--- src/assert_macros.svh ---
// Assertion helper macros shared by the RTL.
`ifndef ASSERT_MACROS_SVH
`define ASSERT_MACROS_SVH
// Implication checked on every rising clock edge outside reset.
`define ASSERT_IMPL(label, clk, rst_n, ante, cons) \
    label: assert property (@(posedge clk) disable iff (!rst_n) (ante) |-> (cons)) \
        else $error("assertion failed");
// Next-cycle implication checked outside reset.
`define ASSERT_NEXT(label, clk, rst_n, ante, cons) \
    label: assert property (@(posedge clk) disable iff (!rst_n) (ante) |=> (cons)) \
        else $error("assertion failed");
`endif

--- src/lvbp_pkg.sv ---
// ----------------------------------------------------------------------------
// lvbp_pkg
// Shared types and constants of the label/value block parser.
// ----------------------------------------------------------------------------
package lvbp_pkg;

    localparam int LineCapacity = 64;
    localparam int QueueDepth   = 4;

    // Result status codes.
    localparam logic [1:0] ST_BUSY       = 2'd0;
    localparam logic [1:0] ST_VALID      = 2'd1;
    localparam logic [1:0] ST_BAD_SUM    = 2'd2;
    localparam logic [1:0] ST_INCOMPLETE = 2'd3;

    // Classified byte kinds handed from the front to the back.
    typedef enum logic [2:0] {
        K_BLOCK_END,
        K_CR,
        K_NEWLINE,
        K_KEEP,
        K_OVERLONG,
        K_BAD
    } kind_t;

    // One classified byte.
    typedef struct packed {
        kind_t      kind;
        logic [7:0] data;
    } item_t;

    localparam int ItemW = $bits(item_t);

    // One result transaction.
    typedef struct packed {
        logic [1:0]  status;
        logic [31:0] vbat;
        logic [31:0] vpanel;
        logic [31:0] ibat;
        logic [31:0] panel_w;
        logic [31:0] blocks_received;
        logic [31:0] blocks_valid;
        logic [31:0] blocks_bad_sum;
        logic [31:0] blocks_incomplete;
    } result_t;

endpackage

--- src/label_value_block_parser.sv ---
// ----------------------------------------------------------------------------
// label_value_block_parser
// Byte-stream parser for label TAB value blocks closed by a checksum line.
// ----------------------------------------------------------------------------
// Usage:
//   s_axis carries one received byte per transaction in tdata.
//   m_axis returns exactly one result per byte: status, the four values of a
//   valid block (zero otherwise) and the four wrapping block counters.
//   A classifier stage tracks line length and the checksum label; a
//   four-entry queue decouples it from the back end, which matches labels,
//   accumulates decimals and judges blocks. One byte per cycle is sustained
//   while m_axis_tready stays high; a result passes through the classifier register, the queue and the result register.
//   A stalled m_axis fills the result register, then the queue and the
//   classifier register, then s_axis_tready drops; nothing is lost.
//   Reset clears all parser state, pending values and counters.
// ----------------------------------------------------------------------------
module label_value_block_parser #(
    parameter int LINE_CAPACITY = lvbp_pkg::LineCapacity
) (
    input  logic         clk,
    input  logic         rst_n,
    input  logic         s_axis_tvalid,
    output logic         s_axis_tready,
    input  logic [7:0]   s_axis_tdata,   // rx_byte[7:0]
    output logic         m_axis_tvalid,
    input  logic         m_axis_tready,
    output logic [263:0] m_axis_tdata    // status, vbat, vpanel, ibat,
                                         // panel_w, blocks_received, blocks_valid,
                                         // blocks_bad_sum, blocks_incomplete, zero pad
);
    import lvbp_pkg::*;

    logic    f_valid, f_ready, q_valid, q_ready;
    item_t   f_item, q_item;
    logic [ItemW-1:0] q_data;
    result_t res;

    lvbp_front #(.LINE_CAPACITY(LINE_CAPACITY)) u_front (
        .clk, .rst_n,
        .in_valid(s_axis_tvalid), .in_ready(s_axis_tready), .in_byte(s_axis_tdata),
        .out_valid(f_valid), .out_ready(f_ready), .out_item(f_item)
    );

    lvbp_queue #(.DEPTH(QueueDepth), .WIDTH(ItemW)) u_queue (
        .clk, .rst_n,
        .in_valid(f_valid), .in_ready(f_ready), .in_data(f_item),
        .out_valid(q_valid), .out_ready(q_ready), .out_data(q_data)
    );

    assign q_item = item_t'(q_data);

    lvbp_back u_back (
        .clk, .rst_n,
        .in_valid(q_valid), .in_ready(q_ready), .in_item(q_item),
        .out_valid(m_axis_tvalid), .out_ready(m_axis_tready), .out_res(res)
    );

    // Pack the result, first field in the lowest bits.
    assign m_axis_tdata = {6'd0, res.blocks_incomplete, res.blocks_bad_sum,
                           res.blocks_valid, res.blocks_received, res.panel_w,
                           res.ibat, res.vpanel, res.vbat, res.status};
endmodule

--- src/lvbp_front.sv ---
// ----------------------------------------------------------------------------
// lvbp_front
// Classifies each received byte; tracks the line length and checksum line.
// ----------------------------------------------------------------------------
module lvbp_front #(
    parameter int LINE_CAPACITY = lvbp_pkg::LineCapacity
) (
    input  logic                clk,
    input  logic                rst_n,
    input  logic                in_valid,
    output logic                in_ready,
    input  logic [7:0]          in_byte,
    output logic                out_valid,
    input  logic                out_ready,
    output lvbp_pkg::item_t     out_item
);
    import lvbp_pkg::*;

    localparam int CntW = $clog2(LINE_CAPACITY);

    typedef enum logic [3:0] {
        L_EMPTY, L_C1, L_C2, L_C3, L_C4, L_C5, L_C6, L_C7, L_C8, L_OTHER
    } ck_t;

    logic [CntW-1:0] count_reg, count_next;
    logic            tab_reg, tab_next;
    ck_t             ck_reg, ck_next;
    logic            fire;
    kind_t           kind;
    logic [7:0]      ck_char;

    assign in_ready  = !out_valid || out_ready;
    assign fire      = in_valid && in_ready;

    // Expected next character of the checksum label.
    always_comb
    begin
        case (ck_reg)
            L_EMPTY: ck_char = "C";
            L_C1:    ck_char = "h";
            L_C2:    ck_char = "e";
            L_C3:    ck_char = "c";
            L_C4:    ck_char = "k";
            L_C5:    ck_char = "s";
            L_C6:    ck_char = "u";
            L_C7:    ck_char = "m";
            default: ck_char = 8'd0;
        endcase
    end

    // Byte classification and line tracking.
    always_comb
    begin
        count_next = count_reg;
        tab_next   = tab_reg;
        ck_next    = ck_reg;
        if (tab_reg && ck_reg == L_C8 && 32'(count_reg) == 32'd9) begin
            kind = K_BLOCK_END;
            count_next = '0;
            tab_next = 1'b0;
            ck_next = L_EMPTY;
        end else if (in_byte == 8'h0d) begin
            kind = K_CR;
        end else if (in_byte == 8'h0a) begin
            kind = K_NEWLINE;
            count_next = '0;
            tab_next = 1'b0;
            ck_next = L_EMPTY;
        end else if ((in_byte >= 8'd32 && in_byte <= 8'd126) || in_byte == 8'h09) begin
            if (32'(count_reg) < LINE_CAPACITY - 1) begin
                kind = K_KEEP;
                count_next = count_reg + 1'b1;
                if (!tab_reg) begin
                    if (in_byte == 8'h09) tab_next = 1'b1;
                    else if (ck_reg != L_OTHER && ck_reg != L_C8 && in_byte == ck_char)
                        ck_next = ck_t'(ck_reg + 4'd1);
                    else ck_next = L_OTHER;
                end
            end else begin
                kind = K_OVERLONG;
            end
        end else begin
            kind = K_BAD;
        end
    end

    always_ff @(posedge clk or negedge rst_n)
    begin
        if (!rst_n) begin
            count_reg <= '0;
            tab_reg   <= 1'b0;
            ck_reg    <= L_EMPTY;
            out_valid <= 1'b0;
        end else begin
            if (fire) begin
                count_reg <= count_next;
                tab_reg   <= tab_next;
                ck_reg    <= ck_next;
            end
            if (fire) out_valid <= 1'b1;
            else if (out_ready) out_valid <= 1'b0;
        end
    end

    always_ff @(posedge clk)
    begin
        if (fire) begin
            out_item.kind <= kind;
            out_item.data <= in_byte;
        end
    end

`include "assert_macros.svh"
    `ASSERT_IMPL(a_count_cap, clk, rst_n, 1'b1, 32'(count_reg) < LINE_CAPACITY)
    `ASSERT_NEXT(a_end_clears, clk, rst_n, fire && kind == K_BLOCK_END, count_reg == '0)
    `ASSERT_IMPL(a_c8_tab, clk, rst_n, ck_reg == L_C8 && tab_reg, 32'(count_reg) >= 32'd9)
endmodule

--- src/lvbp_queue.sv ---
// ----------------------------------------------------------------------------
// lvbp_queue
// Short FIFO between the classifier and the executing back end.
// ----------------------------------------------------------------------------
module lvbp_queue #(
    parameter int DEPTH = lvbp_pkg::QueueDepth,
    parameter int WIDTH = lvbp_pkg::ItemW
) (
    input  logic             clk,
    input  logic             rst_n,
    input  logic             in_valid,
    output logic             in_ready,
    input  logic [WIDTH-1:0] in_data,
    output logic             out_valid,
    input  logic             out_ready,
    output logic [WIDTH-1:0] out_data
);
    localparam int PtrW = $clog2(DEPTH);

    logic [WIDTH-1:0] mem [DEPTH];
    logic [PtrW-1:0]  wr_reg, rd_reg;
    logic [PtrW:0]    cnt_reg;
    logic             push, pop;

    assign in_ready  = cnt_reg != (PtrW+1)'(DEPTH);
    assign out_valid = cnt_reg != '0;
    assign push      = in_valid && in_ready;
    assign pop       = out_valid && out_ready;
    assign out_data  = mem[rd_reg];

    // Storage write.
    always_ff @(posedge clk)
    begin
        if (push) mem[wr_reg] <= in_data;
    end

    // Pointers and fill count.
    always_ff @(posedge clk or negedge rst_n)
    begin
        if (!rst_n) begin
            wr_reg  <= '0;
            rd_reg  <= '0;
            cnt_reg <= '0;
        end else begin
            if (push) wr_reg <= (32'(wr_reg) == DEPTH - 1) ? '0 : wr_reg + 1'b1;
            if (pop)  rd_reg <= (32'(rd_reg) == DEPTH - 1) ? '0 : rd_reg + 1'b1;
            cnt_reg <= cnt_reg + (PtrW+1)'(push) - (PtrW+1)'(pop);
        end
    end
endmodule

--- src/lvbp_back.sv ---
// ----------------------------------------------------------------------------
// lvbp_back
// Executes classified bytes: label match, decimal value, block judgement.
// ----------------------------------------------------------------------------
module lvbp_back (
    input  logic                clk,
    input  logic                rst_n,
    input  logic                in_valid,
    output logic                in_ready,
    input  lvbp_pkg::item_t     in_item,
    output logic                out_valid,
    input  logic                out_ready,
    output lvbp_pkg::result_t   out_res
);
    import lvbp_pkg::*;

    typedef enum logic [3:0] {
        T_EMPTY, T_V, T_VP, T_VPV, T_I, T_P, T_PP, T_PPV, T_NONE
    } lab_t;

    logic [7:0]  sum_reg, sum_next;
    logic        bad_reg, bad_next;
    logic [3:0]  seen_reg, seen_next;
    logic        tab_reg, tab_next;
    lab_t        lab_reg, lab_next;
    logic [1:0]  ph_reg, ph_next;
    logic        neg_reg, neg_next;
    logic [31:0] mag_reg, mag_next;
    logic        inv_reg, inv_next;
    logic        len_reg, len_next;
    logic [31:0] pend_reg [4];
    logic [31:0] pend_next [4];
    logic [31:0] ctr_reg [4];
    logic [31:0] ctr_next [4];
    result_t     res;
    logic        fire;
    logic [7:0]  c;
    logic [35:0] mag10;
    logic        ok;
    logic [1:0]  slot;
    logic        known;

    assign in_ready = !out_valid || out_ready;
    assign fire     = in_valid && in_ready;
    assign c        = in_item.data;
    assign mag10    = {4'd0, mag_reg} * 36'd10 + 36'(c - 8'd48);

    always_comb
    begin
        sum_next = sum_reg + c;
        bad_next = bad_reg; seen_next = seen_reg; tab_next = tab_reg;
        lab_next = lab_reg; ph_next = ph_reg; neg_next = neg_reg;
        mag_next = mag_reg; inv_next = inv_reg; len_next = len_reg;
        pend_next = pend_reg; ctr_next = ctr_reg;
        res = '0;
        ok = 1'b0; slot = 2'd0; known = 1'b0;
        res.status = ST_BUSY;
        case (in_item.kind)
            K_BLOCK_END:
            begin
                ctr_next[0] = ctr_reg[0] + 32'd1;
                if (sum_next != 8'd0) begin
                    ctr_next[2] = ctr_reg[2] + 32'd1;
                    res.status = ST_BAD_SUM;
                end else if (bad_reg || seen_reg != 4'hf) begin
                    ctr_next[3] = ctr_reg[3] + 32'd1;
                    res.status = ST_INCOMPLETE;
                end else begin
                    ctr_next[1] = ctr_reg[1] + 32'd1;
                    res.status = ST_VALID;
                    res.vbat = pend_reg[0];
                    res.vpanel = pend_reg[1];
                    res.ibat = pend_reg[2];
                    res.panel_w = pend_reg[3];
                end
                for (int i = 0; i < 4; i++) pend_next[i] = '0;
                sum_next = '0; seen_next = '0; bad_next = 1'b0;
                tab_next = 1'b0; lab_next = T_EMPTY; ph_next = '0;
                neg_next = 1'b0; mag_next = '0; inv_next = 1'b0; len_next = 1'b0;
            end
            K_CR: ;
            K_NEWLINE:
            begin
                if (len_reg && !bad_reg) begin
                    if (!tab_reg) bad_next = 1'b1;
                    else begin
                        case (lab_reg)
                            T_V:     begin slot = 2'd0; known = 1'b1; end
                            T_VPV:   begin slot = 2'd1; known = 1'b1; end
                            T_I:     begin slot = 2'd2; known = 1'b1; end
                            T_PPV:   begin slot = 2'd3; known = 1'b1; end
                            default: known = 1'b0;
                        endcase
                        ok = ph_reg == 2'd2 && !inv_reg &&
                             (neg_reg ? mag_reg <= 32'h8000_0000 : mag_reg <= 32'h7fff_ffff);
                        if (known) begin
                            if (!ok) bad_next = 1'b1;
                            else begin
                                pend_next[slot] = neg_reg ? 32'd0 - mag_reg : mag_reg;
                                seen_next[slot] = 1'b1;
                            end
                        end
                    end
                end
                tab_next = 1'b0; lab_next = T_EMPTY; ph_next = '0;
                neg_next = 1'b0; mag_next = '0; inv_next = 1'b0; len_next = 1'b0;
            end
            K_KEEP:
            begin
                len_next = 1'b1;
                if (tab_reg) begin
                    if (inv_reg) ;
                    else if (ph_reg == 2'd0 && (c == 8'd32 || c == 8'h09)) ;
                    else if (ph_reg == 2'd0 && (c == "+" || c == "-")) begin
                        neg_next = c == "-";
                        ph_next = 2'd1;
                    end else if (!(c >= "0" && c <= "9")) inv_next = 1'b1;
                    else begin
                        ph_next = 2'd2;
                        if (mag_reg > 32'd214748364) inv_next = 1'b1;
                        else begin
                            mag_next = mag10[31:0];
                            if (mag10 > 36'h0_8000_0000) inv_next = 1'b1;
                        end
                    end
                end else if (c == 8'h09) tab_next = 1'b1;
                else begin
                    case (lab_reg)
                        T_EMPTY: lab_next = c == "V" ? T_V : c == "I" ? T_I :
                                            c == "P" ? T_P : T_NONE;
                        T_V:     lab_next = c == "P" ? T_VP : T_NONE;
                        T_VP:    lab_next = c == "V" ? T_VPV : T_NONE;
                        T_P:     lab_next = c == "P" ? T_PP : T_NONE;
                        T_PP:    lab_next = c == "V" ? T_PPV : T_NONE;
                        default: lab_next = T_NONE;
                    endcase
                end
            end
            default: bad_next = 1'b1;
        endcase
        res.blocks_received = ctr_next[0];
        res.blocks_valid = ctr_next[1];
        res.blocks_bad_sum = ctr_next[2];
        res.blocks_incomplete = ctr_next[3];
    end

    always_ff @(posedge clk or negedge rst_n)
    begin
        if (!rst_n) begin
            sum_reg <= '0; bad_reg <= 1'b0; seen_reg <= '0; tab_reg <= 1'b0;
            lab_reg <= T_EMPTY; ph_reg <= '0; neg_reg <= 1'b0; mag_reg <= '0;
            inv_reg <= 1'b0; len_reg <= 1'b0;
            for (int i = 0; i < 4; i++) begin
                pend_reg[i] <= '0;
                ctr_reg[i] <= '0;
            end
            out_valid <= 1'b0;
        end else begin
            if (fire) begin
                sum_reg <= sum_next; tab_reg <= tab_next; lab_reg <= lab_next;
                ph_reg <= ph_next; neg_reg <= neg_next; mag_reg <= mag_next;
                inv_reg <= inv_next; len_reg <= len_next;
                ctr_reg <= ctr_next;
                bad_reg <= bad_next; seen_reg <= seen_next; pend_reg <= pend_next;
            end
            if (fire) out_valid <= 1'b1;
            else if (out_ready) out_valid <= 1'b0;
        end
    end

    always_ff @(posedge clk)
    begin
        if (fire) out_res <= res;
    end

`include "assert_macros.svh"
    `ASSERT_IMPL(a_valid_all, clk, rst_n, fire && res.status == ST_VALID, seen_reg == 4'hf)
    `ASSERT_NEXT(a_end_sum, clk, rst_n, fire && in_item.kind == K_BLOCK_END, sum_reg == 8'd0)
    `ASSERT_IMPL(a_end_count, clk, rst_n, fire && in_item.kind == K_BLOCK_END, res.blocks_received == ctr_reg[0] + 32'd1)
endmodule
--- config.mk ---
export PLATFORM = sky130hd
export DESIGN_NAME = label_value_block_parser
export DESIGN_NICKNAME = d
export VERILOG_FILES = /design/src/lvbp_pkg.sv /design/src/label_value_block_parser.sv /design/src/lvbp_front.sv /design/src/lvbp_queue.sv /design/src/lvbp_back.sv
export VERILOG_INCLUDE_DIRS = /design/src /design/src/src
export SDC_FILE = /design/constraint.sdc
export NUM_CORES = 1
export LEC_CHECK = 0
export BUFFER_PORTS_ARGS = -buffer_cell sky130_fd_sc_hd__buf_2
export CAP_MARGIN = 20
export CORE_MARGIN = 8
export CORE_UTILIZATION = 28
export CTS_BUF_LIST = sky130_fd_sc_hd__clkbuf_16
export DETAILED_ROUTE_END_ITERATION = 16
export PLACE_DENSITY = 0.41
export SETUP_SLACK_MARGIN = 0.1
export SLEW_MARGIN = 20
export SYNTH_ARGS = -nofsm -noshare
export SYNTH_HDL_FRONTEND = slang
export SYNTH_SLANG_ARGS = --single-unit
--- constraint.sdc ---
create_clock -name clk -period 15.06 [get_ports clk]
set_input_delay 0.753 -clock clk [delete_from_list [all_inputs] [get_ports clk]]
set_output_delay 0.753 -clock clk [all_outputs]
set_load 0.02 [all_outputs]
* Yosys cells after proc, flatten, opt, wreduce, memory -nomap -nowiden *
Memories as Yosys holds them, arrays and structs flattened.
Index checks and enable logic that the tools add are counted.

storage, ports and cells
  bits in registers = 600
  memory bits (writable) = 44
  memory bits (read-only) = 48
  bits of input ports = 12
  output and inout bits = 266
  logic and storage cells = 290
  memories kept = 2

cells by class
  add/sub/neg operators = 14
  multiply operators = 1
  order comparisons = 13
  equality and inequality tests = 49
  muxes and demuxes = 113
  bitwise operators = 4
  reduce and logical (&&, ||, !) cells = 54

memories
  memory            depth  width  read ports  clocked after Yosys merged registers in  wr ports  line              text
  (name not given)  8      6      1           0                                        0         lvbp_front.sv:38  case (ck_reg)
  u_queue.mem       4      11     1           0                                        1         lvbp_queue.sv:20  logic [WIDTH-1:0] mem [DEPTH];

operators by type and width
  cell                     count
  $mux W128                5
  $mux W32                 13
  $pmux W128 S2            1
  $add A32 B1 Y32 const B  4
  $bwmux W128              1
  $mux W4                  21
  $demux W32 S2            1
  $pmux W32 S2             1
  $mux W1                  37
  $add A36 B36 Y36         1
  $gt A36 B32 Y1 const B   1
  $mul A32 B3 Y35 const B  1
  $eq A8 B4 Y1 const B     4
  $gt A32 B28 Y1 const B   1
  $le A32 B31 Y1 const B   1
  $le A32 B32 Y1 const B   1
  $sub A1 B32 Y32 const A  1
  $mux W6                  5
  $mux W2                  13
  $eq A8 B6 Y1 const B     3
  $eq A8 B7 Y1 const B     3
  $reduce_and A6 Y1        4
  $pmux W4 S5              1
  $eq A4 B3 Y1 const B     4
  56 further kinds         120

* Longest topological paths before layout *
Gate-level depths: netlist (run 1).

  depth after elaboration = 16
  gate-level depth with buffers = 22
  depth with buffers taken out = 22

* Modules after synthesis *
Synthesis (run 1) repeated with hierarchy kept, for this count alone.

unflattened totals
  cell total of the unflattened synthesis = 2705
  area total of the unflattened synthesis = 31726.7 µm²

modules (own cells, without submodules)
  module                    times used  cells each  area each (µm²)  seq. area each (µm²)
  lvbp_back                 1           2458        28213.3          15554.9
  lvbp_queue                1           100         2099.5           1496.4
  lvbp_front                1           140         1365.1           630.6
  label_value_block_parser  1           7           48.8             0.0

* Least setup slack after synthesis (run 1) *
No wires, ideal clock.

  path type = input to register
  from = input m_axis_tready
  to = register u_queue.cnt_reg[2]
  library setup time = 0.125 ns
  arrival time = 10.753 ns
  required time = 14.935 ns
  slack = 4.182 ns
  stages = 13
  path buffers = 3
  cells stage by stage = inv_1 a21o_1 clkbuf_1 inv_1 clkbuf_1 buf_1 ha_1 inv_1 ha_1 inv_1 fa_1 xnor2_1 xnor2_1

on the way
  word-level cells in the longest chain between the ends = 3

RTL lines
  element                 line                            text
  start: declaration      label_value_block_parser.sv:26  input logic m_axis_tready,
  $logic_or A1 B1 Y1      lvbp_back.sv:43                 assign in_ready = !out_valid || out_ready;
  $logic_and A1 B1 Y1     -
  via u_back.fire         lvbp_back.sv:36                 logic fire;
  $sub A3 B1 Y3           lvbp_queue.sv:47                cnt_reg <= cnt_reg + (PtrW+1)'(push) - (PtrW+1)'(pop);
  end signal: assignment  lvbp_queue.sv:47
  end: declaration        lvbp_queue.sv:22                logic [PtrW:0] cnt_reg;

The timed path passes the listed nets, and every way through them passes these cells.
A chain may end at the register's enable or synchronous reset.

* Worst setup path in the final report (run 1) *
  from = register u_back.mag_reg[1]
  to = register u_back.inv_reg

on the way
  word-level cells in the longest chain between the ends = 11
  elaborated cells between the ends (all ways) = 12
  classes of those cells = add/sub (1); mul (1); order compare (2); mux (8)

RTL lines
  element                   line              text
  start: declaration        lvbp_back.sv:28   logic [31:0] mag_reg, mag_next;
  start signal: assignment  lvbp_back.sv:161  ph_reg <= ph_next; neg_reg <= neg_next; mag_reg <= mag_next;
  $mul A32 B3 Y35           lvbp_back.sv:46   assign mag10 = {4'd0, mag_reg} * 36'd10 + 36'(c - 8'd48);
  $add A36 B36 Y36          lvbp_back.sv:46
  $gt A36 B32 Y1            lvbp_back.sv:123  if (mag10 > 36'h0_8000_0000) inv_next = 1'b1;
  $mux W1                   lvbp_back.sv:123
  $mux W1 *                 lvbp_back.sv:120  if (mag_reg > 32'd214748364) inv_next = 1'b1;
  $mux W1 *                 lvbp_back.sv:117  end else if (!(c >= "0" && c <= "9")) inv_next = 1'b1;
  $mux W1 *                 lvbp_back.sv:114  else if (ph_reg == 2'd0 && (c == "+" || c == "-")) begin
  $mux W1 *                 lvbp_back.sv:113  else if (ph_reg == 2'd0 && (c == 8'd32 || c == 8'h09)) ;
  $mux W1 *                 lvbp_back.sv:112  if (inv_reg) ;
  $mux W1 *                 lvbp_back.sv:111  if (tab_reg) begin
  $pmux W1 S2 *             lvbp_back.sv:58   case (in_item.kind)
  end signal: assignment    lvbp_back.sv:162  inv_reg <= inv_next; len_reg <= len_next;
  end: declaration          lvbp_back.sv:29   logic inv_reg, inv_next;

Every way passes the cells marked *; elsewhere a longest branch is shown, timed or not. The select of a mux whose other input is x is not followed.

==> results of run 1 <==
area by class of cell:
| class | count | area [um2] | area share (%) |
|---|---|---|---|
| clock inverter | 62 | 567 | 1.50 |
| clock buffer | 81 | 2030 | 5.36 |
| tap | 1512 | 1890 | 5.01 |
| sequential | 644 | 17700 | 46.8 |
| multi-input combinational | 2105 | 13900 | 36.7 |
| timing repair buffer | 293 | 1540 | 4.09 |
| inverter | 58 | 225 | 0.596 |
power breakdown:
group / total, mW / switching, mW / internal [mW]
Sequential: 2.49 / 0.273 / 2.22
Clock: 1.92 / 0.777 / 1.15
Combinational: 3.02 / 2.04 / 0.979
through the flow:
step                hold WS (ps)  instances  instance area, um2  setup slack (ps)
global placement             451       4612               35200              8810
CTS                          144       4755               37800              8780
detailed placement           457       4612               35200              8810
finish                       116       4755               37800              8740
floorplan                    440       2940               32300              4180
global route                 175       4755               37800              8370
worst max-delay path: cells and delay by family, from the launching register on:
kind,cells,cell delay (ps)
AO/OA/AOI/OAI,10,3160
XOR/XNOR,1,120
AND/OR/NAND/NOR,5,1010
flip-flops,1,490
adder cells (fa/ha/maj),4,1390
layout by cell type, fill, tap and decap left out, types with 18 or more instances in the layout:
| cell | count |
|---|---|
| nor4_1 | 33 |
| nor2_1 | 134 |
| clkinv_1 | 18 |
| buf_4 | 21 |
| o21ai_1 | 24 |
| nand4_1 | 60 |
| inv_1 | 70 |
| or3_1 | 20 |
| ha_1 | 125 |
| xnor2_1 | 176 |
| edfxtp_1 | 313 |
| and3_1 | 45 |
| a21o_1 | 27 |
| dfrtp_1 | 331 |
| o31ai_1 | 59 |
| clkbuf_16 | 81 |
| a21oi_1 | 93 |
| and2_1 | 147 |
| buf_2 | 270 |
| nor3_1 | 87 |
| nand2_1 | 374 |
| nand3_1 | 103 |
| o21ai_0 | 150 |
| xor2_1 | 163 |
logic make-up (layout without fill, tap and decap cells):
| logic type | Yosys count | count (layout) | synth area share, % |
|---|---|---|---|
| compound gates | 496 | 496 | 9.82 |
| fa+ha+maj | 129 | 129 | 5.09 |
| mux | 21 | 21 | 1.10 |
| xor+xnor | 341 | 341 | 9.34 |
| simple gates | 1112 | 1112 | 17.4 |
| other cells | 1 | 6 | 0.0116 |
| flops | 644 | 644 | 54.8 |
| buf+inv | 191 | 494 | 2.49 |
metal layers:
metal,global-route usage (%),up-vias
li1,-,11000
met1,20.6,11000
met2,22.2,397
met3,2.42,124
met4,4.05,2
met5,0,-
final timing paths:
path	start	cells past startpoint	endpoint	slack, ps
hold reg to reg	u_back.pend_reg[107]	2	u_back.pend_reg[107]	470
setup / recovery	u_back.mag_reg[1]	20	u_back.inv_reg	8740
setup reg to reg	u_back.mag_reg[1]	20	u_back.inv_reg	8740
min in group clk	s_axis_tvalid	2	u_front.out_valid	330
hold / removal	rst_n	1	u_back.ctr_reg[61]	120
max in group asynchronous	rst_n	2	u_back.inv_reg	13450
==> metrics.md, run 1 <==
| Metric | Value |
|---|---|
| Initial antenna violation count | 2 |
| FILL cells | between 10000 and 15000 |
| Post-synth EDFFs | 313 |
| Largest stage delay on the critical path | around 670 ps |
| Total of max-cap violations | 0 |
| Largest net degree at the start of global routing | 131 |
| Max Buffers Root-to-Sink | 3 |
| CP Data Arrival Time | 6820 ps |
| WS Path Type | flip-flop to flip-flop |
| Routed length per placed instance | a little under 20 um |
| # setup viols final | 0 |
| Total power | between 7 and 8 mW |
| Power per cell area | between 150 and 200 nW/um2 |
| Post-synth cell types | 91 |
| List of most frequent post-synthesis cells | 374 x nand2_1, 331 x dfrtp_1, 313 x edfxtp_1, 176 x xnor2_1, 163 x xor2_1 |
| Slowest CP cell | o311ai_0 |
| Hold_buf cts | 0 |
| Startpoint Class | flip-flop |
| Max IR drop VDD | roughly 0.086 mV |
| Worst setup EP type | flip-flop |
| Top-count cell post-synth | nand2_1 |
| Req. time, crit path | 15560 ps |
| CTS buffer count | a little under 80 |
| Clock Sinks | about 640 |
| Post-DRT Antenna Nets | 0 |
| Clock Pin Slew Worst Setup and Hold Paths | ~60 ps |
| N_diodes | 0 |
| Main synth FF type | dfrtp_1 |
| DP HPWL | ~65 mm |
| Via Count | about 22000 |
| Rel. slew slack | 29.2% |
| Met1 WL | 45.1 mm |
| DRT Wirelength | a little over 90 mm |
| Post-synth top area share | between 20 and 30% |
| Resize count post-CTS | 0 |
| Min-delay worst type | primary input to asynchronous set/reset pin |
| LEAKAGE | between 15 and 20 nW |
| Top Metal Used | met5 |
| Skew final | approximately 19 ps |
| DR WL met2 | about 41 mm |
| Drt first pass iters | 6 |
| Fmax | between 150 and 200 MHz |
| Synthesis Warnings | 0 |
| Tmin final | approximately 6300 ps |
| Tcrit/Tclk final | 42.0% |
| Share of cells above drive strength 1 | 15.0% |
| Post-CTS Setup Bufs | 0 |
| Row cnt | ~120 |
| Die area | about 130000 um2 |
| Core area | roughly 110000 um2 |
| Top cells by area, synth | edfxtp_1 29%, dfrtp_1 26%, ha_1 4.8%, xnor2_1 4.8%, xor2_1 4.4% |
| Congestion Overflow GR | 0 |
| Crit-path max FO | 10 |
| Critical-path cell list | ha_1, ha_1, fa_1, a21oi_1, o21ai_0, and3_1, o311ai_0, a31o_2, nand2_1, xnor2_1, ha_1, a21o_1, a21o_1, a21oi_1, nor2_1, a2111oi_0, nor2_1, or4_1, a2111oi_0, a31oi_1 |
| Core Util, Final | 33.1% |
| GP Congestion | 0.799 |
| Worst-skew pair later-pin latency | 640 ps |
| Root buf cell | clkbuf_16 |
| Gr usage total | 14.4% |
| Sequential element share of the synthesized area | 54.8% |
| First-pass GRT wire length | around 140 mm |
| Vias in the first global route | approximately 23000 |
| Synthesis-stage register bit count | 644 |
| Port Buffer Count | 271 |
| Initial DRC Count | approximately 1500 |
| Most frequent CP cell | ha_1 |
| Chip Width | about 360 um |
| Run status | finished clean |
| Ys async rst share | 51.4% |
| Met3 wire len | 3.98 mm |
| Area Overhead vs Synth | 17.0% |
| Die H | ~360 um |
| I/O Pins | around 280 |
| Max FFs per register | between 200 and 300 |
| Post-synth top area cell | edfxtp_1 |
| Via density | around 4.7 |
| Hold Vio Cnt, Final | 0 |
| TNS Setup | 0 ps |
| Post-synthesis cell count | 2935 |
| Final Max Tran Viols | 0 |
| TritonCTS clock tree | done |
| Initial Util | 28.2% |
| Mapped cell area | around 32000 um2 |
| RSZ-0062 raised after global routing | false |
| Post-route DRC | 0 |
| Worst-Margin Slew | around 1100 ps |
| Mapped Avg Cell Area | 11.0 um2 |
| # nets final | between 3000 and 4000 |
| CTS H-tree lvls | 3 |
Power figures use the tool's default switching activity.
==> run 2: changes to the inputs <==
ABC_AREA = 1   (was unset)
PLACE_DENSITY = 0.4   (was 0.41)
clock period = 6.06 ns   (was 15.06 ns; I/O delays follow)
==> metrics.md, run 2 <==
| Metric | Value |
|---|---|
| Clock Sinks | 644 (unchanged) |
| Via density | 4.58 (-3.0%) |
| Power per cell area | 495 nW/um2 (+150%) |
| Ys async rst share | 51.4% (unchanged) |
| Commonest non-fill, non-tap cell in the layout | nand2_1 |
| Mapped Avg Cell Area | 8.31 um2 (-24%) |
| N_diodes | 0 (unchanged) |
| Gr usage total | 16.2% (+1.8 points) |
| CP Data Arrival Time | 5760 ps (-1060 ps) |
| Die H | 369 um (+3.9%) |
| Via Count | 28300 (+26%) |
| Worst setup path start | u_back.mag_reg[3] |
| Post-synthesis cell count | 4208 (+43%) |
| Most frequent CP cell | nand2_1 |
| Post-CTS Setup Bufs | 0 (unchanged) |
| Synthesis Warnings | 0 (unchanged) |
| Post-route DRC | 0 (unchanged) |
| Skew final | 23.0 ps (+4.33 ps) |
| Sequential element share of the synthesized area | 50.6% (-4.2 points) |
| Top cells by area, synth | edfxtp_1 27%, dfrtp_1 24%, nand2_1 14%, inv_1 5.1%, ha_1 4.5% |
| CTS H-tree lvls | 3 (unchanged) |
| Fmax | 191 MHz (+20%) |
| GP Congestion | 0.836 (+4.6%) |
| WS Path Type | flip-flop to flip-flop |
| Post-synth cell types | 61 (-33%) |
| Initial Util | 28.2% (about the same) |
| Root buf cell | clkbuf_16 |
| Core area | 124000 um2 (+8.3%) |
| LEAKAGE | 18.9 nW (+23%) |
| Initial antenna violation count | 0 (-2) |
| Run status | finished clean |
| Area Overhead vs Synth | 16.7% |
| Share of cells above drive strength 1 | 10.8% (-4.2 points) |
| Max IR drop VDD | 0.219 mV (+150%) |
| Top-count cell post-synth | nand2_1 |
| Final instance area | 40800 um2 (+8.0%) |
| Clock Pin Slew Worst Setup and Hold Paths | 60 ps (about the same) |
| Reg2reg path depth | 28 (+40%) |
| Fin cells | 6178 (+30%) |
| Main synth FF type | dfrtp_1 |
| CTS buffer count | 80 (+3.9%) |
| Die area | 136000 um2 (+7.9%) |
| Largest stage delay on the critical path | 730 ps (+60 ps) |
| Worst-Margin Slew | 1180 ps (+126 ps) |
| Synthesis-stage register bit count | 644 (unchanged) |
| Multi-input combinational cell area | 14800 um2 (+7.0%) |
| Total of max-cap violations | 0 (unchanged) |
| Drt first pass iters | 5 (-1) |
| Startpoint Class | flip-flop |
| Req. time, crit path | 6570 ps (-8990 ps) |
| I/O Pins | 278 (unchanged) |
| TNS Setup | 0 ps (unchanged) |
| Largest net degree at the start of global routing | 185 (+41%) |
| Worst-skew pair later-pin latency | 650 ps (about the same) |
| Port Buffer Count | 271 (unchanged) |
| # nets final | 4614 (+39%) |
| Reg2Reg Capture Point | u_back.inv_reg |
| Worst setup EP type | flip-flop |
| Placed insts | 6017 (+30%) |
| Final WS setup | 811 ps (-7930 ps) |
| Mapped cell area | 35000 um2 (+8.3%) |
| Slowest CP cell | o21ai_0 |
| DP Worst Slack | 789 ps (-8020 ps) |
| Row cnt | 129 (+4.0%) |
| Vias in the first global route | 28700 (+26%) |
| Post-DRT Antenna Nets | 0 (unchanged) |
| Crit-path max FO | 7 (-3) |
| Initial DRC Count | 1744 (+15%) |
| Congestion Overflow GR | 0 (unchanged) |
| # setup viols final | 0 (unchanged) |
| Max Buffers Root-to-Sink | 3 (unchanged) |
| Max FFs per register | 258 (unchanged) |
| Register area | 17700 um2 (unchanged) |
| TritonCTS clock tree | done |
| Hold Vio Cnt, Final | 0 (unchanged) |
| Post-synth top area share | 26.9% (-2.2 points) |
| DP HPWL | 81.4 mm (+26%) |
| Worst Hold Slack | 175 ps (+59.0 ps) |
| Min-delay worst type | primary input to asynchronous set/reset pin |
| Tmin final | 5250 ps (-1070 ps) |
| DP Area | 38100 um2 (+8.2%) |
| Chip Width | 369 um (+3.9%) |
| Rel. slew slack | 20.4% (-8.8 points) |
| FF-to-FF setup slack | 810 ps (-7930 ps) |
| Final Max Tran Viols | 0 (unchanged) |
| Tcrit/Tclk final | 86.6% (+45 points) |
| List of most frequent post-synthesis cells | 1340 x nand2_1, 476 x inv_1, 400 x nor2_1, 331 x dfrtp_1, 313 x edfxtp_1 |
| Post-synth EDFFs | 313 (unchanged) |
| RSZ-0062 raised after global routing | false |
| Most frequent cells in the layout | 1339 x nand2_1, 492 x inv_1, 397 x nor2_1 |
| Routed length per placed instance | 18.1 um (-6.7%) |
| DRT Wirelength | 112 mm (+21%) |
| FILL cells | 13100 (+13%) |
| Post-synth top area cell | edfxtp_1 |
| R2r startpoint | u_back.mag_reg[3] |
| First-pass GRT wire length | 175 mm (+21%) |
==> run 2: kinds of logic after synthesis <==
logic type                 share of synthesized area, %
AOI/OAI and AO/OA                                  5.43
muxes                                             0.258
and+or+nand+nor                                    27.4
xor gates and xnor gates                           4.41
adders and majority gates                          4.70
other                                            0.0107
DFF                                                50.6
buffers and inverters                              7.22
==> run 2: area by class of cell <==
type | instances | share of cell area (%)
clock buffers | 82 | 5.03
clock inverters | 68 | 1.39
inverters | 484 | 4.46
multi-input cells | 2943 | 36.3
flip-flops and latches | 644 | 43.3
well taps | 1637 | 5.02
repair buffers | 320 | 4.44
==> run 2: report_power, final <==
part | internal (mW) | total, mW | switching, mW
sequential | 5.93 | 6.71 | 0.779
clock | 2.81 | 4.80 | 1.99
combinational | 2.39 | 8.70 | 6.31
==> run 2: worst max-delay path by stage <==
stage	end	slack, ps	depth (start not counted)
global route	u_back.inv_reg	370	28
detailed placement	u_back.inv_reg	790	27
global placement	u_back.inv_reg	770	27
finish	u_back.inv_reg	810	28
floorplan	u_queue.cnt_reg[2]	330	11
CTS	u_back.inv_reg	750	27
==> run 2: timing repair <==
item                       4_1_cts  5_1_grt
resized for setup                0        0
setup endpoints to repair        0        0
hold endpoints to repair        53        0
hold buffers                    11        0
==> run 2: layer usage <==
layer	track usage, %	up-vias	part of all wire [%]
met5	0	-	0
met4	3.67	0	1.8
met3	2.43	110	3.7
met2	26.4	469	46
met1	22.6	13600	48
li1	-	14200	-
==> run 2: through the flow <==
stage	power, mW	util [%]
2_1_floorplan	12.4	-
3_3_place_gp	15.7	30.8
3_5_place_dp	15.7	30.8
4_1_cts	20.6	33.0
5_1_grt	21.7	33.0
6_report	20.2	33.0
==> run 2: worst max-delay path, delay by kind of cell, from the launching register on <==
family | cells | cell delay (ps)
simple gates | 17 | 1910
compound gates | 5 | 1400
fa+ha+maj | 4 | 1090
flops | 1 | 460
xor+xnor | 1 | 110
buf+inv | 1 | 90
==> run 3: changes to the inputs <==
PLACE_DENSITY = 0.42   (was 0.4)
clock period = 4.6 ns   (was 6.06 ns; I/O delays follow)
==> metrics.md, run 3 (same netlist as run 2, synthesis figures left out) <==
| Metric | Value |
|---|---|
| Multi-input combinational cell area | 15300 um2 (+3.4%) |
| Worst setup EP type | flip-flop |
| Req. time, crit path | 5130 ps (-1440 ps) |
| GP Congestion | 0.845 (+1.1%) |
| Clock share of power | 22.4% (-1.3 points) |
| Share of cells above drive strength 1 | 14.8% (+4.0 points) |
| # nets final | 4697 (+1.8%) |
| Clock Sinks | 644 (unchanged) |
| Max IR drop VDD | 0.399 mV (+82%) |
| Row cnt | 129 (unchanged) |
| Largest net degree at the start of global routing | 171 (-7.6%) |
| Initial DRC Count | 1587 (-9.0%) |
| Total power | 27.5 mW (+36%) |
| Worst-Margin Slew | 998 ps (-184 ps) |
| Sw Pwr | 12.3 mW (+35%) |
| Die area | 136000 um2 (unchanged) |
| FF-to-FF setup slack | 300 ps (-520 ps) |
| Area Overhead vs Synth | 20.0% |
| TNS Setup | 0 ps (unchanged) |
| Tcrit/Tclk final | 93.6% (+7.0 points) |
| Initial Util | 28.2% (unchanged) |
| Max Buffers Root-to-Sink | 3 (unchanged) |
| CP Data Arrival Time | 4830 ps (-930 ps) |
| DRT Wirelength | 109 mm (-2.9%) |
| TritonCTS clock tree | done |
| RSZ-0062 raised after global routing | true |
| Gr usage total | 15.7% (-0.53 points) |
| LEAKAGE | 19.4 nW (+2.4%) |
| Skew final | 26.1 ps (+3.13 ps) |
| Sw Share | 44.7% (-0.26 points) |
| Die H | 369 um (unchanged) |
| Core Util, Final | 33.9% (+0.91 points) |
| Initial antenna violation count | 0 (unchanged) |
| # setup viols final | 0 (unchanged) |
| N_diodes | 0 (unchanged) |
| Port Buffer Count | 271 (unchanged) |
| Crit path to | u_back.inv_reg |
| Post-route DRC | 0 (unchanged) |
| CTS H-tree lvls | 3 (unchanged) |
| Min-delay worst type | primary input to asynchronous set/reset pin |
| Chip Width | 369 um (unchanged) |
| FILL cells | 13100 (-0.56%) |
| Power per cell area | 655 nW/um2 (+32%) |
| Core area | 124000 um2 (unchanged) |
| Routed length per placed instance | 17.4 um (-4.2%) |
| Via Count | 28400 (+0.38%) |
| Hold Vio Cnt, Final | 0 (unchanged) |
| Register area | 17700 um2 (about the same) |
| Combinational fraction of design power | 45.6% (+2.6 points) |
| Total of max-cap violations | 0 (unchanged) |
| Max FFs per register | 258 (unchanged) |
| Tmin final | 4300 ps (-945 ps) |
| Fmax | 232 MHz (+22%) |
| CTS buffer count | 80 (unchanged) |
| Crit-path max FO | 3 (-4) |
| Drt first pass iters | 7 (+2) |
| P_int | 15.2 mW (+37%) |
| WS Path Type | flip-flop to flip-flop |
| Reg2reg path depth | 28 (unchanged) |
| Sequential Power Share | 31.9% (-1.3 points) |
| DP HPWL | 78.5 mm (-3.5%) |
| Placed insts | 6082 (+1.1%) |
| Largest stage delay on the critical path | 410 ps (-320 ps) |
| Worst Hold Slack | 157 ps (-18.3 ps) |
| Clock Pin Slew Worst Setup and Hold Paths | 60 ps (about the same) |
| I/O Pins | 278 (unchanged) |
| Slowest CP cell | dfrtp_1 |
| Final Max Tran Viols | 0 (unchanged) |
| Post-DRT Antenna Nets | 0 (unchanged) |
| Most frequent cells in the layout | 1316 x nand2_1, 489 x inv_1, 377 x nor2_1 |
| R2r startpoint | u_back.mag_reg[3] |
| Worst setup path start | u_back.mag_reg[3] |
| Via density | 4.54 (-0.95%) |
| Worst-skew pair later-pin latency | 680 ps (+30 ps) |
| Vias in the first global route | 28400 (-1.1%) |
| Rel. slew slack | 32.8% (+12 points) |
| Commonest non-fill, non-tap cell in the layout | nand2_1 |
| Congestion Overflow GR | 0 (unchanged) |
| Fin cells | 6261 (+1.3%) |
| Reg2Reg Capture Point | u_back.inv_reg |
| Startpoint Class | flip-flop |
| Root buf cell | clkbuf_16 |
| Run status | finished clean |
| First-pass GRT wire length | 169 mm (-3.0%) |
[run 3: worst max-delay path: cells and delay by family, from the launching register on]
kind / cells / cell delay [ps]
AOI/OAI and AO/OA: 6 / 980
adders and majority gates: 4 / 1150
and+or+nand+nor: 14 / 1130
xor gates and xnor gates: 1 / 100
buffers and inverters: 3 / 360
DFF: 1 / 410
[run 3: how the worst min path moves through the flow]
stage / end / cells past startpoint / slack (ps) / from
6_report: u_front.ck_reg[3] / 2 / 160 / rst_n
5_1_grt: u_front.ck_reg[3] / 2 / 200 / rst_n
4_1_cts: u_front.ck_reg[3] / 2 / 180 / rst_n
3_5_place_dp: u_front.ck_reg[3] / 1 / 290 / rst_n
3_3_place_gp: u_front.ck_reg[3] / 1 / 300 / rst_n
2_1_floorplan: u_back.bad_reg / 0 / -70 / rst_n
[run 3: per-layer routing]
metal	track usage, %	vias to the layer above	wire length [um]
li1	-	14400	-
met2	25.4	453	49900
met5	0	-	0
met4	4.85	0	2920
met3	2.37	133	3960
met1	21.5	13500	52000
[run 3: area by class of cell]
type,count,share of cell area [%]
inverter,484,4.34
sequential,644,42.2
clock inverter,70,1.30
tap,1637,4.88
clock buffer,80,4.77
multi-input combinational,2943,36.6
timing repair buffer,403,5.97
[run 3: stage by stage]
step | cell area [um2] | setup WS (ps)
after floorplan | 35000 | 300
after detailed placement | 38600 | -148
after global routing | 41900 | 20.8
final | 41900 | 296
after global placement | 38600 | -145
after CTS | 41400 | 105
[run 3: what timing repair did]
action / in CTS / in global routing
hold endpoints to repair: 84 / 0
setup endpoints to repair: 1 / 25
setup buffers: 3 / 15
hold buffers: 11 / 0
gates cloned: 0 / 0
pin swaps: 7 / 45
gates resized for setup: 13 / 117
[run 3: power groups by stage]
stage / logic (mW) / registers, mW / clock network (mW)
global placement: 12.2 / 8.91 / 0
CTS: 12.3 / 8.81 / 6.40
detailed placement: 12.2 / 8.90 / 0
finish: 12.5 / 8.77 / 6.16
global route: 13.9 / 8.96 / 6.60
floorplan: 6.71 / 9.60 / 0
